==> src/design/dccd_pkg.sv <==
// shared types and constants for the dcc capture packet decoder
// no dependencies; imported by every module of the block
package dccd_pkg;

	localparam int MAX_BYTES      = 7;
	localparam int TS_BITS        = 16;
	localparam int IDX_W          = $clog2(MAX_BYTES + 1);
	localparam int PKT_W          = 8 * MAX_BYTES;
	localparam int CFG_W          = 16;
	localparam int TOL_W          = 12;
	localparam int PRE_W          = 4;
	localparam int MIX_W          = 5;
	localparam int MINB_W         = 3;
	localparam int CNT_W          = 8;
	localparam int PH_W           = 4;

	// pulse classification codes
	typedef enum logic [1:0] {
		CLS_ZERO    = 2'd0,
		CLS_ONE     = 2'd1,
		CLS_MIXED   = 2'd2,
		CLS_INVALID = 2'd3
	} pulse_class_t;

	// configuration register indexes
	typedef enum logic [2:0] {
		REG_ONE_PERIOD   = 3'd0,
		REG_ZERO_PERIOD  = 3'd1,
		REG_MIXED_PERIOD = 3'd2,
		REG_TOLERANCE    = 3'd3,
		REG_PREAMBLE_MIN = 3'd4,
		REG_MIXED_LIMIT  = 3'd5,
		REG_MIN_BYTES    = 3'd6
	} reg_index_t;

	typedef enum logic [3:0] {
		FR_IDLE      = 4'b0001,
		FR_PREAMBLE  = 4'b0010,
		FR_SEPARATOR = 4'b0100,
		FR_DATA      = 4'b1000
	} frame_state_t;

	typedef struct packed {
		logic [TS_BITS-1:0] one_period;
		logic [TS_BITS-1:0] zero_period;
		logic [TS_BITS-1:0] mixed_period;
		logic [TOL_W-1:0]   tolerance;
		logic [PRE_W-1:0]   preamble_min;
		logic [MIX_W-1:0]   mixed_flip_limit;
		logic [MINB_W-1:0]  min_packet_bytes;
	} cfg_t;

	// latched packet store as seen after a beat
	typedef struct packed {
		logic              done;
		logic [IDX_W-1:0]  length;
		logic [PKT_W-1:0]  bytes;
		logic [CNT_W-1:0]  total;
	} pkt_status_t;

endpackage

==> src/design/dcc_capture_packet_decoder.sv <==
// dcc capture packet decoder top level: input register, classifier, framer, result register
// depends on dccd_pkg, dccd_classify, dccd_framer
// an accepted input beat passes through the input register, then the result register
// throughput: one beat per cycle while the receiver does not stall; the classify and framer
// step is combinational between the input register and the result register
// reset: arst_n clears config to defaults, framer to idle, latched packet, counters
module dcc_capture_packet_decoder
	import dccd_pkg::*;
(
	input  logic               clk,
	input  logic               arst_n,
	// configuration write port
	input  logic               cfg_wr_en,
	input  logic [2:0]         cfg_index,
	input  logic [CFG_W-1:0]   cfg_data,
	// capture beats
	input  logic               in_valid,
	output logic               in_stall,
	input  logic [TS_BITS-1:0] capture_time,
	// result beats
	output logic               out_valid,
	input  logic               out_stall,
	output logic [1:0]         pulse_class,
	output logic               toggle_edge,
	output logic               packet_done,
	output logic [IDX_W-1:0]   packet_length,
	output logic [PKT_W-1:0]   packet_bytes,
	output logic [CNT_W-1:0]   packets_total
);

	cfg_t               cfg_q;
	logic               valid_s1;
	logic [TS_BITS-1:0] capture_s1;
	logic [TS_BITS-1:0] prev_q;
	logic [TS_BITS-1:0] diff;
	logic               advance;
	logic               load;
	pulse_class_t       cls;
	logic               toggle;
	pkt_status_t        status_nxt;

	// config registers; the user must write them only while the block is idle, the block does not enforce this
	always_ff @(posedge clk or negedge arst_n) begin
		if (!arst_n) begin
			cfg_q.one_period       <= TS_BITS'(1856);
			cfg_q.zero_period      <= TS_BITS'(3200);
			cfg_q.mixed_period     <= TS_BITS'(2528);
			cfg_q.tolerance        <= TOL_W'(100);
			cfg_q.preamble_min     <= PRE_W'(12);
			cfg_q.mixed_flip_limit <= MIX_W'(20);
			cfg_q.min_packet_bytes <= MINB_W'(3);
		end else if (cfg_wr_en) begin
			unique case (reg_index_t'(cfg_index))
				REG_ONE_PERIOD:   cfg_q.one_period       <= cfg_data[TS_BITS-1:0];
				REG_ZERO_PERIOD:  cfg_q.zero_period      <= cfg_data[TS_BITS-1:0];
				REG_MIXED_PERIOD: cfg_q.mixed_period     <= cfg_data[TS_BITS-1:0];
				REG_TOLERANCE:    cfg_q.tolerance        <= cfg_data[TOL_W-1:0];
				REG_PREAMBLE_MIN: cfg_q.preamble_min     <= cfg_data[PRE_W-1:0];
				REG_MIXED_LIMIT:  cfg_q.mixed_flip_limit <= cfg_data[MIX_W-1:0];
				REG_MIN_BYTES:    cfg_q.min_packet_bytes <= cfg_data[MINB_W-1:0];
				default: ;
			endcase
		end
	end

	// the s1 beat moves into the result register when that register is free or draining
	assign advance  = valid_s1 && (!out_valid || !out_stall);
	assign in_stall = valid_s1 && !advance;
	assign load     = in_valid && !in_stall;

	always_ff @(posedge clk or negedge arst_n) begin
		if (!arst_n) begin
			valid_s1 <= 1'b0;
		end else if (load) begin
			valid_s1 <= 1'b1;
		end else if (advance) begin
			valid_s1 <= 1'b0;
		end
	end

	always_ff @(posedge clk) begin
		if (load) capture_s1 <= capture_time;
	end

	// modulo timestamp period from the previous capture
	always_ff @(posedge clk or negedge arst_n) begin
		if (!arst_n) begin
			prev_q <= '0;
		end else if (advance) begin
			prev_q <= capture_s1;
		end
	end

	assign diff = capture_s1 - prev_q;

	dccd_classify u_classify (
		.clk    (clk),
		.arst_n (arst_n),
		.en     (advance),
		.diff   (diff),
		.cfg    (cfg_q),
		.cls    (cls),
		.toggle (toggle)
	);

	dccd_framer u_framer (
		.clk        (clk),
		.arst_n     (arst_n),
		.en         (advance),
		.cls        (cls),
		.cfg        (cfg_q),
		.status_nxt (status_nxt)
	);

	// result register, holds while stalled
	always_ff @(posedge clk or negedge arst_n) begin
		if (!arst_n) begin
			out_valid <= 1'b0;
		end else if (advance) begin
			out_valid <= 1'b1;
		end else if (!out_stall) begin
			out_valid <= 1'b0;
		end
	end

	always_ff @(posedge clk) begin
		if (advance) begin
			pulse_class   <= cls;
			toggle_edge   <= toggle;
			packet_done   <= status_nxt.done;
			packet_length <= status_nxt.length;
			packet_bytes  <= status_nxt.bytes;
			packets_total <= status_nxt.total;
		end
	end

endmodule

==> src/design/dccd_classify.sv <==
// period classifier with tolerance windows and mixed period edge flip counter
// depends on dccd_pkg
module dccd_classify
	import dccd_pkg::*;
(
	input  logic               clk,
	input  logic               arst_n,
	input  logic               en,
	input  logic [TS_BITS-1:0] diff,
	input  cfg_t               cfg,
	output pulse_class_t       cls,
	output logic               toggle
);

	logic [MIX_W-1:0] mixed_count_q;
	logic [MIX_W-1:0] mixed_inc;
	logic             hit_one, hit_zero, hit_mixed;

	// lower bound clamps at zero, upper bound may pass the largest difference
	function automatic logic in_window(input logic [TS_BITS-1:0] d,
		input logic [TS_BITS-1:0] centre, input logic [TOL_W-1:0] tol);
		logic [TS_BITS-1:0] lo;
		logic [TS_BITS:0]   hi;
		lo = (centre > TS_BITS'(tol)) ? centre - TS_BITS'(tol) : '0;
		hi = {1'b0, centre} + (TS_BITS + 1)'(tol);
		return (d >= lo) && ({1'b0, d} <= hi);
	endfunction

	assign hit_one   = in_window(diff, cfg.one_period, cfg.tolerance);
	assign hit_zero  = in_window(diff, cfg.zero_period, cfg.tolerance);
	assign hit_mixed = in_window(diff, cfg.mixed_period, cfg.tolerance);

	always_comb begin
		priority if (hit_one) begin
			cls = CLS_ONE;
		end else if (hit_zero) begin
			cls = CLS_ZERO;
		end else if (hit_mixed) begin
			cls = CLS_MIXED;
		end else begin
			cls = CLS_INVALID;
		end
	end

	assign mixed_inc = mixed_count_q + MIX_W'(1);
	assign toggle    = (cls == CLS_MIXED) && (mixed_inc > cfg.mixed_flip_limit);

	always_ff @(posedge clk or negedge arst_n) begin
		if (!arst_n) begin
			mixed_count_q <= '0;
		end else if (en && cls == CLS_MIXED) begin
			mixed_count_q <= toggle ? '0 : mixed_inc;
		end
	end

endmodule

==> src/design/dccd_framer.sv <==
// packet framer: preamble, start bit, msb-first bytes, separators, latched store
// depends on dccd_pkg
module dccd_framer
	import dccd_pkg::*;
(
	input  logic         clk,
	input  logic         arst_n,
	input  logic         en,
	input  pulse_class_t cls,
	input  cfg_t         cfg,
	output pkt_status_t  status_nxt
);

	localparam logic [IDX_W-1:0] MAX_IDX = IDX_W'(MAX_BYTES);
	localparam logic [PH_W-1:0]  BYTE_BITS = PH_W'(8);

	frame_state_t     state_q, state_d;
	logic [PH_W-1:0]  phase_q, phase_d, phase_inc;
	logic [IDX_W-1:0] bidx_q, bidx_d;
	logic [7:0]       asm_q [MAX_BYTES];
	logic [7:0]       asm_rd, asm_wdata;
	logic             asm_we;
	logic [IDX_W-1:0] len_q;
	logic [PKT_W-1:0] pkt_q;
	logic [CNT_W-1:0] cnt_q;
	logic             latch;
	logic [PKT_W-1:0] pkt_gather;

	assign phase_inc = phase_q + PH_W'(1);

	always_comb begin
		asm_rd = '0;
		for (int i = 0; i < MAX_BYTES; i++) begin
			if (bidx_q == IDX_W'(i)) asm_rd = asm_q[i];
		end
	end

	always_comb begin
		pkt_gather = '0;
		for (int i = 0; i < MAX_BYTES; i++) begin
			if (IDX_W'(i) < bidx_q) pkt_gather[8*i +: 8] = asm_q[i];
		end
	end

	assign asm_wdata = ((phase_q == '0) ? 8'd0 : {asm_rd[6:0], 1'b0})
		| {7'd0, cls == CLS_ONE};

	always_comb begin
		state_d = state_q;
		phase_d = phase_q;
		bidx_d  = bidx_q;
		asm_we  = 1'b0;
		latch   = 1'b0;
		if (cls == CLS_MIXED || cls == CLS_INVALID) begin
			state_d = FR_IDLE;
		end else begin
			unique case (state_q)
				FR_IDLE: begin
					if (cls == CLS_ONE) begin
						state_d = FR_PREAMBLE;
						phase_d = PH_W'(1);
					end
				end
				FR_PREAMBLE: begin
					if (cls == CLS_ONE) begin
						if (phase_q < cfg.preamble_min) phase_d = phase_inc;
					end else if (phase_q < cfg.preamble_min) begin
						state_d = FR_IDLE;
					end else begin
						state_d = FR_DATA;
						phase_d = '0;
						bidx_d  = '0;
					end
				end
				FR_SEPARATOR: begin
					if (cls == CLS_ZERO) begin
						if (bidx_q < MAX_IDX) begin
							state_d = FR_DATA;
							phase_d = '0;
						end else begin
							state_d = FR_IDLE;
						end
					end else begin
						// end bit
						latch   = 8'(bidx_q) >= 8'(cfg.min_packet_bytes);
						state_d = FR_IDLE;
					end
				end
				FR_DATA: begin
					if (bidx_q < MAX_IDX) begin
						asm_we  = 1'b1;
						phase_d = phase_inc;
						if (phase_inc == BYTE_BITS) begin
							state_d = FR_SEPARATOR;
							bidx_d  = bidx_q + IDX_W'(1);
							phase_d = '0;
						end
					end else begin
						state_d = FR_IDLE;
					end
				end
				default: state_d = FR_IDLE;
			endcase
		end
	end

	always_comb begin
		status_nxt.done   = latch;
		status_nxt.length = latch ? bidx_q : len_q;
		status_nxt.bytes  = latch ? pkt_gather : pkt_q;
		status_nxt.total  = latch ? cnt_q + CNT_W'(1) : cnt_q;
	end

	always_ff @(posedge clk or negedge arst_n) begin
		if (!arst_n) begin
			state_q <= FR_IDLE;
			phase_q <= '0;
			bidx_q  <= '0;
			len_q   <= '0;
			pkt_q   <= '0;
			cnt_q   <= '0;
		end else if (en) begin
			state_q <= state_d;
			phase_q <= phase_d;
			bidx_q  <= bidx_d;
			len_q   <= status_nxt.length;
			pkt_q   <= status_nxt.bytes;
			cnt_q   <= status_nxt.total;
		end
	end

	always_ff @(posedge clk) begin
		for (int i = 0; i < MAX_BYTES; i++) begin
			if (en && asm_we && bidx_q == IDX_W'(i)) asm_q[i] <= asm_wdata;
		end
	end

endmodule

==> config.mk <==
export PLATFORM = sky130hd
export DESIGN_NAME = dcc_capture_packet_decoder
export DESIGN_NICKNAME = d
export VERILOG_FILES = /design/src/design/dccd_pkg.sv /design/src/design/dcc_capture_packet_decoder.sv /design/src/design/dccd_classify.sv /design/src/design/dccd_framer.sv
export SDC_FILE = /design/constraint.sdc
export NUM_CORES = 1
export LEC_CHECK = 0
export BUFFER_PORTS_ARGS = -buffer_cell sky130_fd_sc_hd__buf_2
export CAP_MARGIN = 5
export CORE_ASPECT_RATIO = 1.1
export CORE_UTILIZATION = 30
export CTS_CLUSTER_SIZE = 25
export DETAILED_ROUTE_END_ITERATION = 12
export GPL_TIMING_DRIVEN = 0
export HOLD_SLACK_MARGIN = 0.15
export PLACE_DENSITY = 0.43
export SLEW_MARGIN = 25
export SYNTH_ARGS = -nofsm -noshare
export SYNTH_HDL_FRONTEND = slang
export SYNTH_SLANG_ARGS = --single-unit
==> constraint.sdc <==
create_clock -name clk -period 11.3 [get_ports clk]
set_input_delay 1.695 -clock clk [delete_from_list [all_inputs] [get_ports clk]]
set_output_delay 1.695 -clock clk [all_outputs]
set_load 0.05 [all_outputs]
== Yosys cells after proc, flatten, opt, wreduce, memory -nomap -nowiden ==
Memories as Yosys holds them, arrays and structs flattened.
Index checks and enable logic that the tools add are counted.
Cells by class
  mux-type cells: 90
  reduce and logical (&&, ||, !) cells: 45
  eq/ne operators: 33
  bitwise gates (word level): 2
  $lt $le $gt $ge: 20
  $add $sub $neg: 11
Operator list (number)
  8-bit two-way mux: 15
  4-bit two-way mux: 16
  56-bit two-way mux: 1
  16-bit by 12-bit adder with 17-bit output: 3
  16-bit by 17-bit <= comparator with 1-bit output: 3
  7-bit two-way mux: 7
  16-bit greater-or-equal comparator: 3
  16-bit by 12-bit greater-than comparator with 1-bit output: 3
  16-bit two-way mux: 3
  8-bit OR reduction: 6
  16-bit by 12-bit subtractor with 16-bit output: 3
  3-bit two-way mux: 11
  4-bit one-hot mux with 4 select lines: 2
  1-bit two-way mux: 31
  3-bit equality test, second input constant: 6
  1-bit logical AND: 16
  16-bit subtractor: 1
  2-bit AND reduction: 7
  3-bit by 2-bit equality test with 1-bit output, second input constant: 4
  2-bit by 1-bit inequality test with 1-bit output, second input constant: 6
  3-bit less-than comparator, first input constant: 3
  9-bit AND reduction: 1
  8-bit by 1-bit adder with 8-bit output, second input constant: 1
  4-bit equality test, second input constant: 2
  other kinds (34): 47
Word-level totals
  memories: 1
  output and inout port bits: 73
  register bits: 260
  RAM bits: 56
Memories
  u_framer.asm_q: words 7, width 8, read ports 7, clocked after memory_dff 0, wr ports 1, line dccd_framer.sv:20  | logic [7:0] asm_q [MAX_BYTES];

== Logic depth before layout (Yosys ltp) ==
  depth after elaboration: 21
  gate-level depth with buffers: 25
  mapped depth without buffers: 23

== Modules after synthesis ==
Synthesis repeated with hierarchy kept, for this count alone.
Second synthesis, totals
  cell total of the unflattened synthesis: 1887
  area total of the unflattened synthesis: 20811.2 um^2
By module, submodules not included
  dccd_framer: sequential area each 3634.7 um^2, area an instance 7327.0 um^2, times used 1, cells each 597
  dcc_capture_packet_decoder: sequential area each 4890.9 um^2, area an instance 6830.3 um^2, times used 1, cells each 419
  dccd_classify: sequential area each 125.1 um^2, area an instance 6653.9 um^2, times used 1, cells each 871

== Least setup slack after synthesis ==
No wires, ideal clock.
  path kind: register to register
  start: reg capture_s1[0]
  end: mem u_framer.asm_q[1][0] (enable)
  cell stages (with the launch flop): 24
  clock period less this slack: 5.588 ns
  arrival: 5.205 ns
  setup slack: 5.712 ns
  cells stage by stage: edfxtp_1 -> inv_1 -> ha_1 -> inv_1 -> fa_1 -> a21o_1 -> a21oi_1 -> o21bai_1 -> a211oi_1 -> o31ai_1 -> or4_1 -> a31o_2 -> a21oi_1 -> xnor2_1 -> ha_1 -> nand4_1 -> nor2_1 -> a211oi_1 -> a31oi_1 -> a31oi_4 -> o21ai_1 -> or3_1 -> buf_2 -> nor3_1
Between the ends
  cells in the longest elaborated chain, start to end: 20
  elaborated cells on any way between the ends: 57
  classes of those cells: 1 x add/sub; 6 x order compare; 2 x eq/ne; 30 x mux; 18 x reduce/logical
RTL lines
  start: declaration: line dcc_capture_packet_decoder.sv:33  | logic [TS_BITS-1:0] capture_s1;
  start signal: assignment: line dcc_capture_packet_decoder.sv:82  | if (load) capture_s1 <= capture_time;
  16-bit subtractor (*): line dcc_capture_packet_decoder.sv:94  | assign diff = capture_s1 - prev_q;
  16-bit by 17-bit <= comparator with 1-bit output / 16-bit greater-or-equal comparator (equally long branches): line dccd_classify.sv:26  | return (d >= lo) && ({1'b0, d} <= hi);
  1-bit logical AND: line dccd_classify.sv:26
  1-bit two-way mux: line dccd_classify.sv:38  | end else if (hit_mixed) begin
  2-bit two-way mux: line dccd_classify.sv:36  | end else if (hit_zero) begin
  2-bit two-way mux (*): line dccd_classify.sv:34  | priority if (hit_one) begin
  2-bit equality test: line dccd_framer.sv:54  | if (cls == CLS_MIXED || cls == CLS_INVALID) begin
  1-bit logical OR (*): line dccd_framer.sv:54
  1-bit two-way mux (*): line dccd_framer.sv:54
  1-bit logical AND (*): line dccd_framer.sv:134  | if (en && asm_we && bidx_q == IDX_W'(i)) asm_q[i] <= asm_wdata;
  1-bit logical AND: line dccd_framer.sv:134
  1-bit two-way mux: line dccd_framer.sv:134
  1-bit two-way mux (implied by the code): line dccd_framer.sv:134
  8-bit OR reduction (no line)
  3-bit two-way mux (no line) / 1-bit two-way mux (equally long branches) (6 in series)
  end: declaration: line dccd_framer.sv:20
Every way passes the cells marked *; elsewhere a longest branch is shown, timed or not.

==> flow_summary.yaml <==
critical_path:
  cp.arrival_ns: 7.86
  path_max_fanout: 10
  crit_type: "reg -> reg"
  startpoint_type: "flop"
  end_kind: "flop"
  required_ns: 11.55
route:
  wl_um: 54700
  drc: 0
  routed_via_density: 4.968
  wl_per_cell_um: 18.15
  first_pass_iters: 4
  ant_nets: 0
  dr_total_vias: 14970
  drt_iter0_markers: 757
sta:
  setup_ws_ns: 3.689
  min_period_ns: 7.611
  max-slew-margin-rel_pct: 32.40
  finalSetupTns_ns: 0
  setup_viol: 0
  period_share_pct: 67.36
  fmax_ghz: 0.1314
  worstMarginPinSlew_ns: 1.007
  slew_violations: 0
  rsz0062_at_grt: "no"
  fin_skew_ns: 0.04321
  hold_viol: 0
floorplanning:
  die_x_um: 245.1
  core-area_um2: 63960
  die_h_um: 269.4
  placementRows: 97
  fp.dieArea_um2: 66050
  io_pins: 113
  initial_utilization_pct: 30.50
placement:
  place_congestion: 0.8658
  portBuffers: 112
  dp_hpwl_um: 42720
  dp.cells: 2942
  dp_slack_ns: 3.472
cts:
  cts_tree: "built"
  clk_latency_ns: 0.60
  clockBufferDepth: 3
  path_clk_slew_ns: 0.06
  cts_root_buf: "clkbuf_16"
  post_cts_buffers: 0
  cts_resized: 0
  cts-hold-fix-buffers: 0
  clock-sinks: 316
  cts_buffers: 39
  h-tree-depth: 2
final_layout:
  layout.nets: 2391
  fin_cells: 3014
  layout-drive-gt1-share_pct: 14.17
  mostFrequentLayoutCells: "nand2_1, ha_1, o21ai_0"
  post-route-util_pct: 35.23
  area_delta_synth_final_pct: 15.52
  antenna_cells: 0
  layout_commonest_cell: "nand2_1"
power_and_ir_drop:
  power_density_nw_per_um2: 234.1
  leakage_uw: 0.009489
  vdd_drop_max_mv: 0.1259
synthesis:
  synth-edff-count: 143
  yosys_warnings: 0
  syn_area_per_cell_um2: 9.827
  ys_types: 80
  ys_seq_area_share_pct: 44.35
  synth_ff_type: "dfrtp_1"
  synth_seq_cells: 316
  synth-async-reset-ratio_pct: 54.75
  netlist_instances: 1985
  synth_nets: 2234
  synth_area_um2: 19510
run:
  cap_violations: 0
grt:
  grt_overflow_total: 0
  antenna_found_initial: 0
  grt_pass1_wl_um: 86310
  grt_pass1_vias: 15340
  grt_max_degree: 80
  track_usage_pct: 16.64
hold_path:
  holdCritPathClass: "reg -> reg"
status:
  status: "completed"
==> synth_stat cells (9+ instances only) <==
cell / count / area [um2]
xnor2_1: 68 / 595.6
edfxtp_1: 143 / 4294
mux2_2: 71 / 799.5
dfrtp_1: 151 / 3779
o221ai_1: 10 / 87.58
o21ai_0: 194 / 970.9
nand4_1: 21 / 131.4
a21oi_1: 103 / 515.5
nor2b_1: 23 / 143.9
a31oi_1: 9 / 56.30
clkbuf_1: 66 / 247.7
o211ai_1: 17 / 127.6
o21bai_1: 13 / 97.59
nand2b_1: 18 / 112.6
nand2_1: 305 / 1145
dfstp_2: 22 / 578.1
o21a_1: 12 / 90.09
and2_1: 9 / 56.30
nor3_1: 31 / 155.2
inv_1: 108 / 405.4
buf_2: 15 / 75.07
nor2_1: 101 / 379.1
xor2_1: 30 / 262.8
nand3_1: 37 / 185.2
and3_1: 17 / 106.4
a21o_1: 19 / 142.6
o21ai_1: 12 / 60.06
a22oi_1: 9 / 67.56
or3_1: 14 / 87.58
ha_1: 202 / 2527
==> final timing paths <==
path	start	endpoint	slack (ns)	cells after the start
worst min-delay path	u_framer.pkt_q[16]	u_framer.pkt_q[16]	0.48	2
max in group asynchronous	arst_n	u_framer.pkt_q[40]	9.25	3
worst min register to register	u_framer.pkt_q[16]	u_framer.pkt_q[16]	0.48	2
worst max register to register	cfg_q[14]	packet_length[1]	3.69	22
min in group asynchronous	arst_n	cfg_q[53]	0.95	1
worst max-delay path	cfg_q[14]	packet_length[1]	3.69	22
==> registers in the layout, summed over array words and instances, names as in the netlist <==
signal                    cells
u_framer.len_q                3
u_framer.asm_q               56
cfg_q                        72
u_framer.pkt_q               56
capture_s1                   16
packet_done                   1
toggle_edge                   1
u_framer.state_q              4
u_framer.cnt_q                8
packets_total                 8
u_framer.phase_q              4
pulse_class                   2
u_classify.mixed_count_q      5
out_valid                     1
packet_length                 3
valid_s1                      1
prev_q                       16
u_framer.bidx_q               3
packet_bytes                 56
==> layer usage <==
| layer | share of wire (%) | global-route usage [%] |
|---|---|---|
| met3 | 3.7 | 2.379 |
| met4 | 2.6 | 5.049 |
| met2 | 46 | 26.84 |
| met1 | 48 | 22.90 |
| met5 | 0 | 0 |
==> stage by stage <==
step	area, um2	total power, uW	hold slack (ns)
finish	22530	5274	0.4790
global placement	21120	3991	0.4613
detailed placement	21240	4051	0.4701
CTS	22520	5343	0.4829
floorplan	19510	3331	0.4497
global route	22530	5713	0.4969
==> cell type report <==
class / instances / area [um2]
fillers: 6503 / 41430
multi-input cells: 1475 / 10140
flip-flops and latches: 316 / 8651
well taps: 841 / 1052
clock buffers: 54 / 1042
repair buffers: 116 / 660.6
inverters: 109 / 409.1
plain buffers: 85 / 341.6
clock inverters: 18 / 236.5
==> critical path, cell delays in order, from the launching register on <==
cell and delay (ns):
dfstp_2 0.61, inv_1 0.16, ha_1 0.31, clkbuf_1 0.31, a21o_1 0.17, a21oi_1 0.11, o21ai_0 0.35, nand2_1 0.10
o21ai_0 0.36, o41ai_1 0.19, o21ai_0 0.71, clkbuf_1 0.43, nand2_1 0.11, ha_1 0.32, a21oi_1 0.14, o21ai_0 0.11
a221oi_1 0.42, o31a_1 0.36, a31oi_4 0.10, o211ai_2 0.35, clkbuf_1 0.67, clkbuf_1 0.55, o21ai_0 0.33
==> kinds of logic (layout without fill, tap and decap cells) <==
group                    count (synthesis)  in the layout  synth area share, %
multiplexers                            76             76                4.355
buffers and inverters                  194            382                3.829
flip-flops                             316            316                44.35
AND/OR/NAND/NOR                        623            623                14.76
AO/OA/AOI/OAI                          469            469                14.63
XOR/XNOR                                98             98                4.400
adder cells (fa/ha/maj)                209            209                13.67
==> where the power goes <==
part / total, uW / leakage [uW] / internal, uW / switching [uW]
clock network: 1250 / 0.000616 / 727 / 527
logic: 2560 / 0.00531 / 994 / 1560
registers: 1460 / 0.00356 / 1370 / 97.9
total: 5270 / 0.00949 / 3090 / 2190
(Power assumes the default switching activity.)
